--- config.mk ---
export PLATFORM = sky130hd
export DESIGN_NAME = seam_feather_blend
export DESIGN_NICKNAME = d
export VERILOG_FILES = /design/src/sfb_pkg.sv /design/src/sfb_div_pipe.sv /design/src/seam_feather_blend.sv
export SDC_FILE = /design/constraint.sdc
export NUM_CORES = 2
export LEC_CHECK = 0
export BUFFER_PORTS_ARGS = -buffer_cell sky130_fd_sc_hd__buf_2
export CAP_MARGIN = 40
export CELL_PAD_IN_SITES_DETAIL_PLACEMENT = 2
export CELL_PAD_IN_SITES_GLOBAL_PLACEMENT = 2
export CORE_MARGIN = 1
export CORE_UTILIZATION = 40
export CTS_CLUSTER_SIZE = 14
export DETAILED_ROUTE_END_ITERATION = 7
export PLACE_DENSITY_LB_ADDON = 0.2
export SLEW_MARGIN = 30
export SYNTH_ARGS = -nofsm -noshare
export SYNTH_HDL_FRONTEND = slang
export SYNTH_SLANG_ARGS = --single-unit
--- constraint.sdc ---
create_clock -name clk -period 11.1 [get_ports clk]
set_clock_uncertainty 0.05 [all_clocks]
set_input_delay 0.555 -clock clk [delete_from_list [all_inputs] [get_ports clk]]
set_output_delay 0.555 -clock clk [all_outputs]
set_load 0.02 [all_outputs]
--- src/sfb_pkg.sv ---
// Package for the seam feather blend: field widths, register indexes and the
// packed transfer types shared by the top level and the divider pipeline.
// Depends on nothing.
`default_nettype none

package sfb_pkg;

    localparam int CH          = 3;
    localparam int PIX_W       = 8;
    localparam int COL_W       = 12;
    localparam int WID_W       = 13;
    localparam int NUM_W       = PIX_W + WID_W;
    localparam int Q_W         = PIX_W;
    localparam int CFG_IDX_W   = 1;
    localparam int CFG_DATA_W  = WID_W;

    localparam int DEFAULT_MAX_WIDTH = 4096;

    localparam logic [COL_W-1:0] OVERLAP_START_RESET = '0;
    localparam logic [WID_W-1:0] IMAGE_WIDTH_RESET   = WID_W'(4096);

    localparam logic [CFG_IDX_W-1:0] CFG_OVERLAP_START = 1'b0;
    localparam logic [CFG_IDX_W-1:0] CFG_IMAGE_WIDTH   = 1'b1;

    typedef struct packed {
        logic [COL_W-1:0] column;
        logic [PIX_W-1:0] first_c0;
        logic [PIX_W-1:0] first_c1;
        logic [PIX_W-1:0] first_c2;
        logic [PIX_W-1:0] second_c0;
        logic [PIX_W-1:0] second_c1;
        logic [PIX_W-1:0] second_c2;
    } sfb_item_t;

    typedef struct packed {
        logic [PIX_W-1:0] out_c0;
        logic [PIX_W-1:0] out_c1;
        logic [PIX_W-1:0] out_c2;
        logic             in_overlap;
    } sfb_result_t;

    // Sideband that rides along with the numerators through the divider.
    typedef struct packed {
        logic [CH-1:0][PIX_W-1:0] first;
        logic [CH-1:0][PIX_W-1:0] second;
        logic                     in_overlap;
        logic                     blend;
        logic                     use_second;
    } sfb_side_t;

endpackage

`default_nettype wire

--- src/sfb_div_pipe.sv ---
// Pipelined restoring divider: one quotient bit per stage for three channels
// sharing one divisor, with a valid bit and a sideband struct carried along.
// Depends on sfb_pkg.
`default_nettype none

module sfb_div_pipe
(
    input  wire logic                                   clk,
    input  wire logic                                   rst_n,
    input  wire logic                                   in_valid,
    input  wire logic [sfb_pkg::CH-1:0][sfb_pkg::NUM_W-1:0] in_num,
    input  wire logic [sfb_pkg::WID_W-1:0]              in_den,
    input  wire sfb_pkg::sfb_side_t                     in_side,
    output logic                                        out_valid,
    output logic [sfb_pkg::CH-1:0][sfb_pkg::Q_W-1:0]    out_quo,
    output sfb_pkg::sfb_side_t                          out_side
);
    import sfb_pkg::*;

    logic                          stg_valid_reg [Q_W];
    logic [CH-1:0][NUM_W-1:0]      stg_rem_reg   [Q_W];
    logic [CH-1:0][Q_W-1:0]        stg_quo_reg   [Q_W];
    logic [WID_W-1:0]              stg_den_reg   [Q_W];
    sfb_side_t                     stg_side_reg  [Q_W];

    for (genvar k = 0; k < Q_W; k++)
    begin : g_stage
        logic                     src_valid;
        logic [CH-1:0][NUM_W-1:0] src_rem;
        logic [CH-1:0][Q_W-1:0]   src_quo;
        logic [WID_W-1:0]         src_den;
        sfb_side_t                src_side;
        logic [NUM_W-1:0]         shifted_den;
        logic [CH-1:0][NUM_W-1:0] rem_next;
        logic [CH-1:0][Q_W-1:0]   quo_next;

        if (k == 0)
        begin : g_first
            assign src_valid = in_valid;
            assign src_rem   = in_num;
            assign src_quo   = '0;
            assign src_den   = in_den;
            assign src_side  = in_side;
        end
        else
        begin : g_rest
            assign src_valid = stg_valid_reg[k-1];
            assign src_rem   = stg_rem_reg[k-1];
            assign src_quo   = stg_quo_reg[k-1];
            assign src_den   = stg_den_reg[k-1];
            assign src_side  = stg_side_reg[k-1];
        end

        // Stage k settles quotient bit Q_W-1-k against the divisor shifted up.
        assign shifted_den = NUM_W'(src_den) << (Q_W - 1 - k);

        always_comb
        begin
            for (int c = 0; c < CH; c++)
            begin
                if (src_rem[c] >= shifted_den)
                begin
                    rem_next[c] = src_rem[c] - shifted_den;
                    quo_next[c] = {src_quo[c][Q_W-2:0], 1'b1};
                end
                else
                begin
                    rem_next[c] = src_rem[c];
                    quo_next[c] = {src_quo[c][Q_W-2:0], 1'b0};
                end
            end
        end

        always_ff @(posedge clk or negedge rst_n)
        begin
            if (!rst_n)
            begin
                stg_valid_reg[k] <= 1'b0;
            end
            else
            begin
                stg_valid_reg[k] <= src_valid;
            end
        end

        always_ff @(posedge clk)
        begin
            stg_rem_reg[k]  <= rem_next;
            stg_quo_reg[k]  <= quo_next;
            stg_den_reg[k]  <= src_den;
            stg_side_reg[k] <= src_side;
        end
    end

    assign out_valid = stg_valid_reg[Q_W-1];
    assign out_quo   = stg_quo_reg[Q_W-1];
    assign out_side  = stg_side_reg[Q_W-1];

endmodule

`default_nettype wire

--- src/seam_feather_blend.sv ---
// Top level of the seam feather blend: configuration registers, overlap
// test, weight products, numerator sum and the output register.
// Depends on sfb_pkg and sfb_div_pipe.
//
//  Channel   Ports                               Transfer
//  --------  ----------------------------------  -----------------------------
//  input     start, busy, item                   edge with start high, busy low
//  result    done, result                        edge ending the cycle of done
//  config    cfg_write, cfg_index, cfg_data      edge with cfg_write high
//
// One pixel is accepted every cycle; busy is always low. Each result passes
// through registers for the overlap test, the weight products and the
// numerator sum, the stages of the divider pipeline (one quotient bit per
// stage) and the output register. Reset clears the valid bits and sets the
// configuration registers to their reset values. The receiver cannot stall,
// so the pipeline never holds.
`default_nettype none

module seam_feather_blend
#(
    parameter int MAX_WIDTH = sfb_pkg::DEFAULT_MAX_WIDTH
)
(
    input  wire logic                             clk,
    input  wire logic                             rst_n,
    input  wire logic                             start,
    output logic                                  busy,
    input  wire sfb_pkg::sfb_item_t               item,
    output logic                                  done,
    output sfb_pkg::sfb_result_t                  result,
    input  wire logic                             cfg_write,
    input  wire logic [sfb_pkg::CFG_IDX_W-1:0]    cfg_index,
    input  wire logic [sfb_pkg::CFG_DATA_W-1:0]   cfg_data
);
    import sfb_pkg::*;

    localparam logic [WID_W+1:0] MaxWidthVal = (WID_W + 2)'(MAX_WIDTH);

    logic [COL_W-1:0]          overlap_start_reg;
    logic [WID_W-1:0]          image_width_reg;

    logic                      accept;
    logic [WID_W-1:0]          width_clamped;
    logic                      in_span;
    logic                      first_zero;
    logic                      second_zero;
    sfb_side_t                 side_next;

    // Stage 1: weights.
    logic                      s1_valid_reg;
    logic [WID_W-1:0]          s1_w_reg;
    logic [WID_W-1:0]          s1_d_reg;
    logic [WID_W-1:0]          s1_wmd_reg;
    sfb_side_t                 s1_side_reg;

    // Stage 2: products.
    logic                      s2_valid_reg;
    logic [CH-1:0][NUM_W-1:0]  s2_pa_reg;
    logic [CH-1:0][NUM_W-1:0]  s2_pb_reg;
    logic [WID_W-1:0]          s2_w_reg;
    sfb_side_t                 s2_side_reg;

    // Stage 3: numerators.
    logic                      s3_valid_reg;
    logic [CH-1:0][NUM_W-1:0]  s3_num_reg;
    logic [WID_W-1:0]          s3_w_reg;
    sfb_side_t                 s3_side_reg;

    logic                      div_valid;
    logic [CH-1:0][Q_W-1:0]    div_quo;
    sfb_side_t                 div_side;

    logic [CH-1:0][PIX_W-1:0]  pix_next;
    logic                      done_reg;
    sfb_result_t               result_reg;

    assign busy   = 1'b0;
    assign accept = start & ~busy;

    always_ff @(posedge clk or negedge rst_n)
    begin
        if (!rst_n)
        begin
            overlap_start_reg <= OVERLAP_START_RESET;
            image_width_reg   <= IMAGE_WIDTH_RESET;
        end
        else if (cfg_write)
        begin
            case (cfg_index)
                CFG_OVERLAP_START: overlap_start_reg <= cfg_data[COL_W-1:0];
                CFG_IMAGE_WIDTH:   image_width_reg   <= cfg_data;
                default:           ;
            endcase
        end
    end

    assign width_clamped = ({2'b00, image_width_reg} > MaxWidthVal) ?
                           MaxWidthVal[WID_W-1:0] : image_width_reg;

    assign in_span = ({1'b0, item.column} >= {1'b0, overlap_start_reg}) &&
                     ({1'b0, item.column} < width_clamped);

    assign first_zero  = ~|{item.first_c0, item.first_c1, item.first_c2};
    assign second_zero = ~|{item.second_c0, item.second_c1, item.second_c2};

    always_comb
    begin
        side_next.first      = {item.first_c2, item.first_c1, item.first_c0};
        side_next.second     = {item.second_c2, item.second_c1, item.second_c0};
        side_next.in_overlap = in_span;
        side_next.blend      = in_span & ~second_zero & ~first_zero;
        side_next.use_second = in_span & ~second_zero & first_zero;
    end

    always_ff @(posedge clk or negedge rst_n)
    begin
        if (!rst_n)
        begin
            s1_valid_reg <= 1'b0;
            s2_valid_reg <= 1'b0;
            s3_valid_reg <= 1'b0;
            done_reg     <= 1'b0;
        end
        else
        begin
            s1_valid_reg <= accept;
            s2_valid_reg <= s1_valid_reg;
            s3_valid_reg <= s2_valid_reg;
            done_reg     <= div_valid;
        end
    end

    // Outside the overlap the weights are meaningless; the sideband then
    // selects the first pixel, so the quotient is never used.
    always_ff @(posedge clk)
    begin
        s1_w_reg    <= width_clamped - {1'b0, overlap_start_reg};
        s1_d_reg    <= {1'b0, item.column} - {1'b0, overlap_start_reg};
        s1_wmd_reg  <= width_clamped - {1'b0, item.column};
        s1_side_reg <= side_next;

        for (int c = 0; c < CH; c++)
        begin
            s2_pa_reg[c] <= NUM_W'(s1_side_reg.first[c]) * NUM_W'(s1_wmd_reg);
            s2_pb_reg[c] <= NUM_W'(s1_side_reg.second[c]) * NUM_W'(s1_d_reg);
        end
        s2_w_reg    <= s1_w_reg;
        s2_side_reg <= s1_side_reg;

        for (int c = 0; c < CH; c++)
        begin
            s3_num_reg[c] <= s2_pa_reg[c] + s2_pb_reg[c];
        end
        s3_w_reg    <= s2_w_reg;
        s3_side_reg <= s2_side_reg;
    end

    sfb_div_pipe u_div
    (
        .clk       (clk),
        .rst_n     (rst_n),
        .in_valid  (s3_valid_reg),
        .in_num    (s3_num_reg),
        .in_den    (s3_w_reg),
        .in_side   (s3_side_reg),
        .out_valid (div_valid),
        .out_quo   (div_quo),
        .out_side  (div_side)
    );

    always_comb
    begin
        for (int c = 0; c < CH; c++)
        begin
            if (div_side.blend)
            begin
                pix_next[c] = div_quo[c];
            end
            else if (div_side.use_second)
            begin
                pix_next[c] = div_side.second[c];
            end
            else
            begin
                pix_next[c] = div_side.first[c];
            end
        end
    end

    always_ff @(posedge clk)
    begin
        result_reg.out_c0     <= pix_next[0];
        result_reg.out_c1     <= pix_next[1];
        result_reg.out_c2     <= pix_next[2];
        result_reg.in_overlap <= div_side.in_overlap;
    end

    assign done   = done_reg;
    assign result = result_reg;

endmodule

`default_nettype wire
**After elaboration in Yosys (flattened, before gate mapping)**

Memory sizes are Yosys's and may differ from the RTL's.
Cells that the tools add are included.

- Bits in writable memories: 1,208
- Register bits after elaboration: 469
- Output and inout bits: 27
- Memories: 4
- Word-level logic and storage cells: 191

- Reductions and logical operators: 6
- Bitwise logic cells: 4
- Multiplexer cells: 55
- Add/sub/neg operators: 30
- $mul: 6
- Order comparisons: 27

Memory list:

| name | depth | width | rd ports | clocked after memory_dff | write ports | RTL line | text |
|---|---|---|---|---|---|---|---|
| u_div.stg_rem_reg | 8 | 63 | 7 | 0 | 8 | sfb_div_pipe.sv:21 | `logic [CH-1:0][NUM_W-1:0] stg_rem_reg [Q_W];` |
| u_div.stg_side_reg | 8 | 51 | 8 | 0 | 8 | sfb_div_pipe.sv:24 | `sfb_side_t stg_side_reg [Q_W];` |
| u_div.stg_quo_reg | 8 | 24 | 8 | 0 | 8 | sfb_div_pipe.sv:22 | `logic [CH-1:0][Q_W-1:0] stg_quo_reg [Q_W];` |
| u_div.stg_den_reg | 8 | 13 | 7 | 0 | 8 | sfb_div_pipe.sv:23 | `logic [WID_W-1:0] stg_den_reg [Q_W];` |

Operator list:

| kind | count |
|---|---|
| 21-bit two-way mux | 24 |
| 8-bit by 13-bit multiplier with 21-bit output | 6 |
| 21-bit adder | 3 |
| 21-bit by 13-bit greater-or-equal comparator with 1-bit output | 3 |
| 21-bit by 14-bit greater-or-equal comparator with 1-bit output | 3 |
| 21-bit by 15-bit greater-or-equal comparator with 1-bit output | 3 |
| 21-bit by 16-bit greater-or-equal comparator with 1-bit output | 3 |
| 21-bit by 17-bit greater-or-equal comparator with 1-bit output | 3 |
| 21-bit by 18-bit greater-or-equal comparator with 1-bit output | 3 |
| 21-bit by 19-bit greater-or-equal comparator with 1-bit output | 3 |
| 21-bit by 20-bit greater-or-equal comparator with 1-bit output | 3 |
| 21-bit by 13-bit subtractor with 21-bit output | 3 |
| 21-bit by 14-bit subtractor with 21-bit output | 3 |
| 21-bit by 15-bit subtractor with 21-bit output | 3 |
| 21-bit by 16-bit subtractor with 21-bit output | 3 |
| 21-bit by 17-bit subtractor with 21-bit output | 3 |
| 21-bit by 18-bit subtractor with 21-bit output | 3 |
| 21-bit by 19-bit subtractor with 21-bit output | 3 |
| 21-bit by 20-bit subtractor with 21-bit output | 3 |
| 8-bit two-way mux | 6 |
| 24-bit OR reduction | 2 |
| 13-bit by 12-bit subtractor with 13-bit output | 2 |
| 1-bit two-way mux | 24 |
| 13-bit > comparator (second input constant) | 1 |
| other kinds (9) | 12 |

**Depth between registers and ports, before layout**

- Word-level depth: 6
- Gate-level depth with buffers: 20
- Depth with buffers taken out: 19

**Hierarchy**

A second synthesis with hierarchy kept.

- Cells, all modules: 7,498
- Area total of the unflattened synthesis: 75,260.9 sq um

Modules (own cells, without submodules):

| module | area an instance (sq um) | cells each | times used | seq. area each (sq um) |
|---|---|---|---|---|
| sfb_div_pipe | 40,119.7 | 3,820 | 1 | 21,180.3 |
| seam_feather_blend | 35,141.2 | 3,678 | 1 | 9,375.2 |

**Least setup slack after synthesis**

No wires, ideal clock.

- Path kind: register to register
- Start: register s1_d_reg[4]
- End: register s2_pb_reg[62] in the netlist's numbering
- Cell stages (with the launch flop): 19
- Data arrival time: 4,931 ps
- Setup slack: 6,047 ps
- Data required time: 10,978 ps
- Path through: dfxtp_1 > clkbuf_1 > and2_1 > fa_1 > fa_1 > fa_1 > inv_1 > fa_1 > inv_1 > ha_1 > o21a_1 > o21a_2 > o211a_1 > o21a_1 > o31a_1 > or4b_4 > a31o_1 > a21oi_2 > xnor2_1

- Longest elaborated chain between the ends: 1

RTL lines:

| element | RTL line | text |
|---|---|---|
| start, declared | seam_feather_blend.sv:52 | `logic [WID_W-1:0] s1_d_reg;` |
| start signal, assigned | seam_feather_blend.sv:138 | `s1_d_reg <= {1'b0, item.column} - {1'b0, overlap_start_reg};` |
| 8-bit by 13-bit multiplier with 21-bit output | seam_feather_blend.sv:145 | `s2_pb_reg[c] <= NUM_W'(s1_side_reg.second[c]) * NUM_W'(s1_d_reg);` |
| end signal, assigned by index | seam_feather_blend.sv:145 |  |
| end, declared | seam_feather_blend.sv:59 | `logic [CH-1:0][NUM_W-1:0] s2_pb_reg;` |

Every way passes these cells.
A chain may end at the register's enable or synchronous reset.

**Final worst setup path**

- Start: register s1_d_reg[3]
- End: register s2_pb_reg[62] in the netlist's numbering

The elaborated chain is that of the path after synthesis.

==> metrics <==
worst path arrival time 6.61 ns; critical path's slowest cell dfxtp_1; total of max-cap violations 0; drt total wl 266 mm; Synthesis Warnings 0; CP Launch Type flop; placed cell area 76700 sq um; outcome complete, no violations; Yosys reg bits 1517; final instance area 83200 sq um; CP Max Fanout 17; Seq/Total Area, Yosys 41.7%; CP required 11.82 ns; total CTS buffers 163; setup ws final 5.21 ns; Worst slew margin 40.6%; Hold Vio Cnt, Final 0; fmax 170 MHz; Core Area 181000 sq um; Post-synth EDFFs 0; Remaining Overflow, GRT 0; max FFs per register 441; Critical Path Max Stage Delay 0.64 ns; Detailed Routing Iterations Pass 1 5; final core utilization 45.9%; commonest non-fill, non-tap cell in the layout dfxtp_1; first-pass GRT wire length 399 mm; kind of end point of the critical path flop; most frequent cells in the layout dfxtp_1, inv_1, ha_1, nand2_1, and2_1; post-synth cell types 90; # rows 156; Slew @ Worst Pin 0.890 ns; initial antenna violation count 20; postcts setup bufs 0; dpl ws 5.36 ns; fin nets 8628; syn_area_per_cell 10.1 sq um; Syn Std Cell Area 73300 sq um; clock-pin transition on the worst setup and hold timing paths 0.06 ns; maximum number of pins on one net before global-route repair 38; Slew Limit Fails 0; Synth Instances 7251; H-tree depth 4; DP HPWL 194 mm; CP Class reg -> reg; Synth Flop Type dfxtp_1; vias in the first global route 62000; later-pin clock latency in the skew report 0.85 ns; via count 53700; gpl congestion 0.873; root cell of the clock tree clkbuf_16; fraction of registers with async set/reset 2.44%; fillcell total 18700; die area 185000 sq um; TNS Setup 0 ns; most frequent CP cell fa_1; Initial Utilization 40.4%; I/O pin count 105; P&R area growth vs syn 13.5%; period utilization 53.0%; drt wl/cell 26.6 um; Chip Height 430 um; Post-Syn Nets 8406; min Tclk post-route 5.89 ns; Post-route DRC 0; setup violators final 0; Die X 430 um; R2R Setup Slk 5.21 ns; hold_buf cts 63; share of cells above drive strength 1 6.97%; worst-path cell chain buf_8 > nand2_1 > fa_1 > fa_1 > inv_1 > fa_1 > inv_1 > fa_1 > inv_1 > ha_1 > o21a_1 > o21a_2 > o211a_1 > o21a_1 > o31a_1 > or4b_4 > a31o_1 > a21oi_2 > xnor2_1; post-CTS sizing 0; post-DR vias/cell 5.38; IO Port Bufs 103; clk sink count 1517; Routed Antenna Nets 0; Tot GR Track Use 28.8%; Max clock buf depth 3; Worst Hold Class in -> async; First DRT Iteration DRCs 2449; RSZ-0062 raised after global routing no; CTS tree yes
## cell type report
class                   count  area [sq um]  area share, %
well taps                2370          2970           3.56
clock inverters            87          1250           1.51
multi-input cells        4815         39400           47.3
diodes                      6          15.0         0.0180
repair buffers            229          1710           2.06
flip-flops and latches   1517         30600           36.7
clock buffers             211          4510           5.42
inverters                 747          2810           3.37
## cell usage after synthesis, types with 14 or more instances
master,number,share of area [%]
xnor2_1,246,2.9
clkbuf_1,161,0.82
or3_1,48,0.41
o21bai_1,26,0.27
mux2_2,33,0.51
mux2i_1,45,0.61
nor4_1,56,0.48
nor2b_1,107,0.91
a31oi_1,33,0.28
o21a_1,89,0.91
nor2_1,327,1.7
inv_2,16,0.082
a211oi_1,22,0.23
nand2_1,504,2.6
a21boi_1,35,0.36
mux2_1,24,0.37
nand4_1,57,0.49
o31ai_1,54,0.55
o21ai_1,229,1.6
xor2_1,175,2.1
dfrtp_1,36,1.2
and2_1,503,4.3
fa_1,423,12
a21oi_1,349,2.4
o211ai_1,23,0.24
nand2b_1,70,0.60
inv_1,730,3.7
dfxtp_1,1480,40
a21o_1,120,1.2
nand3_1,79,0.54
nand4b_1,14,0.17
and3_1,36,0.31
nor3_1,117,0.80
o21ai_0,119,0.81
ha_1,654,11
## per-stage QoR
stage | instances | hold WS [ns]
3_3_place_gp | 9598 | 0.259
4_1_cts | 9970 | 0.0135
3_5_place_dp | 9609 | 0.263
2_1_floorplan | 7251 | 0.209
6_report | 9982 | 0.0598
5_1_grt | 9977 | 0.0606
## worst max-delay path, delay by kind of cell (launching register included)
kind                     cells  cell delay [ns]
AO/OA/AOI/OAI                7             1.43
XOR/XNOR                     1             0.11
adder cells (fa/ha/maj)      5             2.52
buffers and inverters        4             0.47
flip-flops                   1             0.64
AND/OR/NAND/NOR              2             0.59
## per-layer routing
layer / global-route usage [%] / vias up / routed length (um)
met2: 53.2 / 1170 / 139000
met5: 0 / - / 12
met4: 18.3 / 2 / 18900
met3: 3.73 / 664 / 8360
met1: 30.9 / 27400 / 99700
li1: - / 24500 / -
## path summary, 6_finish.rpt
kind	end	depth (start not counted)	from
hold reg to reg	u_div.stg_side_reg[0][149]$_DFF_P_	0	u_div.stg_side_reg[0][98]$_DFF_P_
max in group asynchronous	image_width_reg[12]$_DFFE_PN1P_	3	rst_n
min in group clk	s1_wmd_reg[1]$_DFF_P_	3	item[49]
hold / removal	s1_valid_reg$_DFF_PN0_	2	rst_n
setup reg to reg	s2_pb_reg[62]$_DFF_P_	19	s1_d_reg[3]$_DFF_P_
setup / recovery	s2_pb_reg[62]$_DFF_P_	19	s1_d_reg[3]$_DFF_P_
## kinds of logic after synthesis
kind of cell | count (synthesis) | share of synthesized area [%]
and+or+nand+nor | 2002 | 14.2
DFF | 1517 | 41.7
AOI/OAI and AO/OA | 1212 | 10.2
adders and majority gates | 1077 | 22.7
buffers and inverters | 919 | 4.72
xor gates and xnor gates | 421 | 5.03
muxes | 102 | 1.49
other | 1 | 0.00511
Power is left out: the tool's default activity adds up to more than one toggle a clock period on the data nets, which glitch-free logic cannot reach.
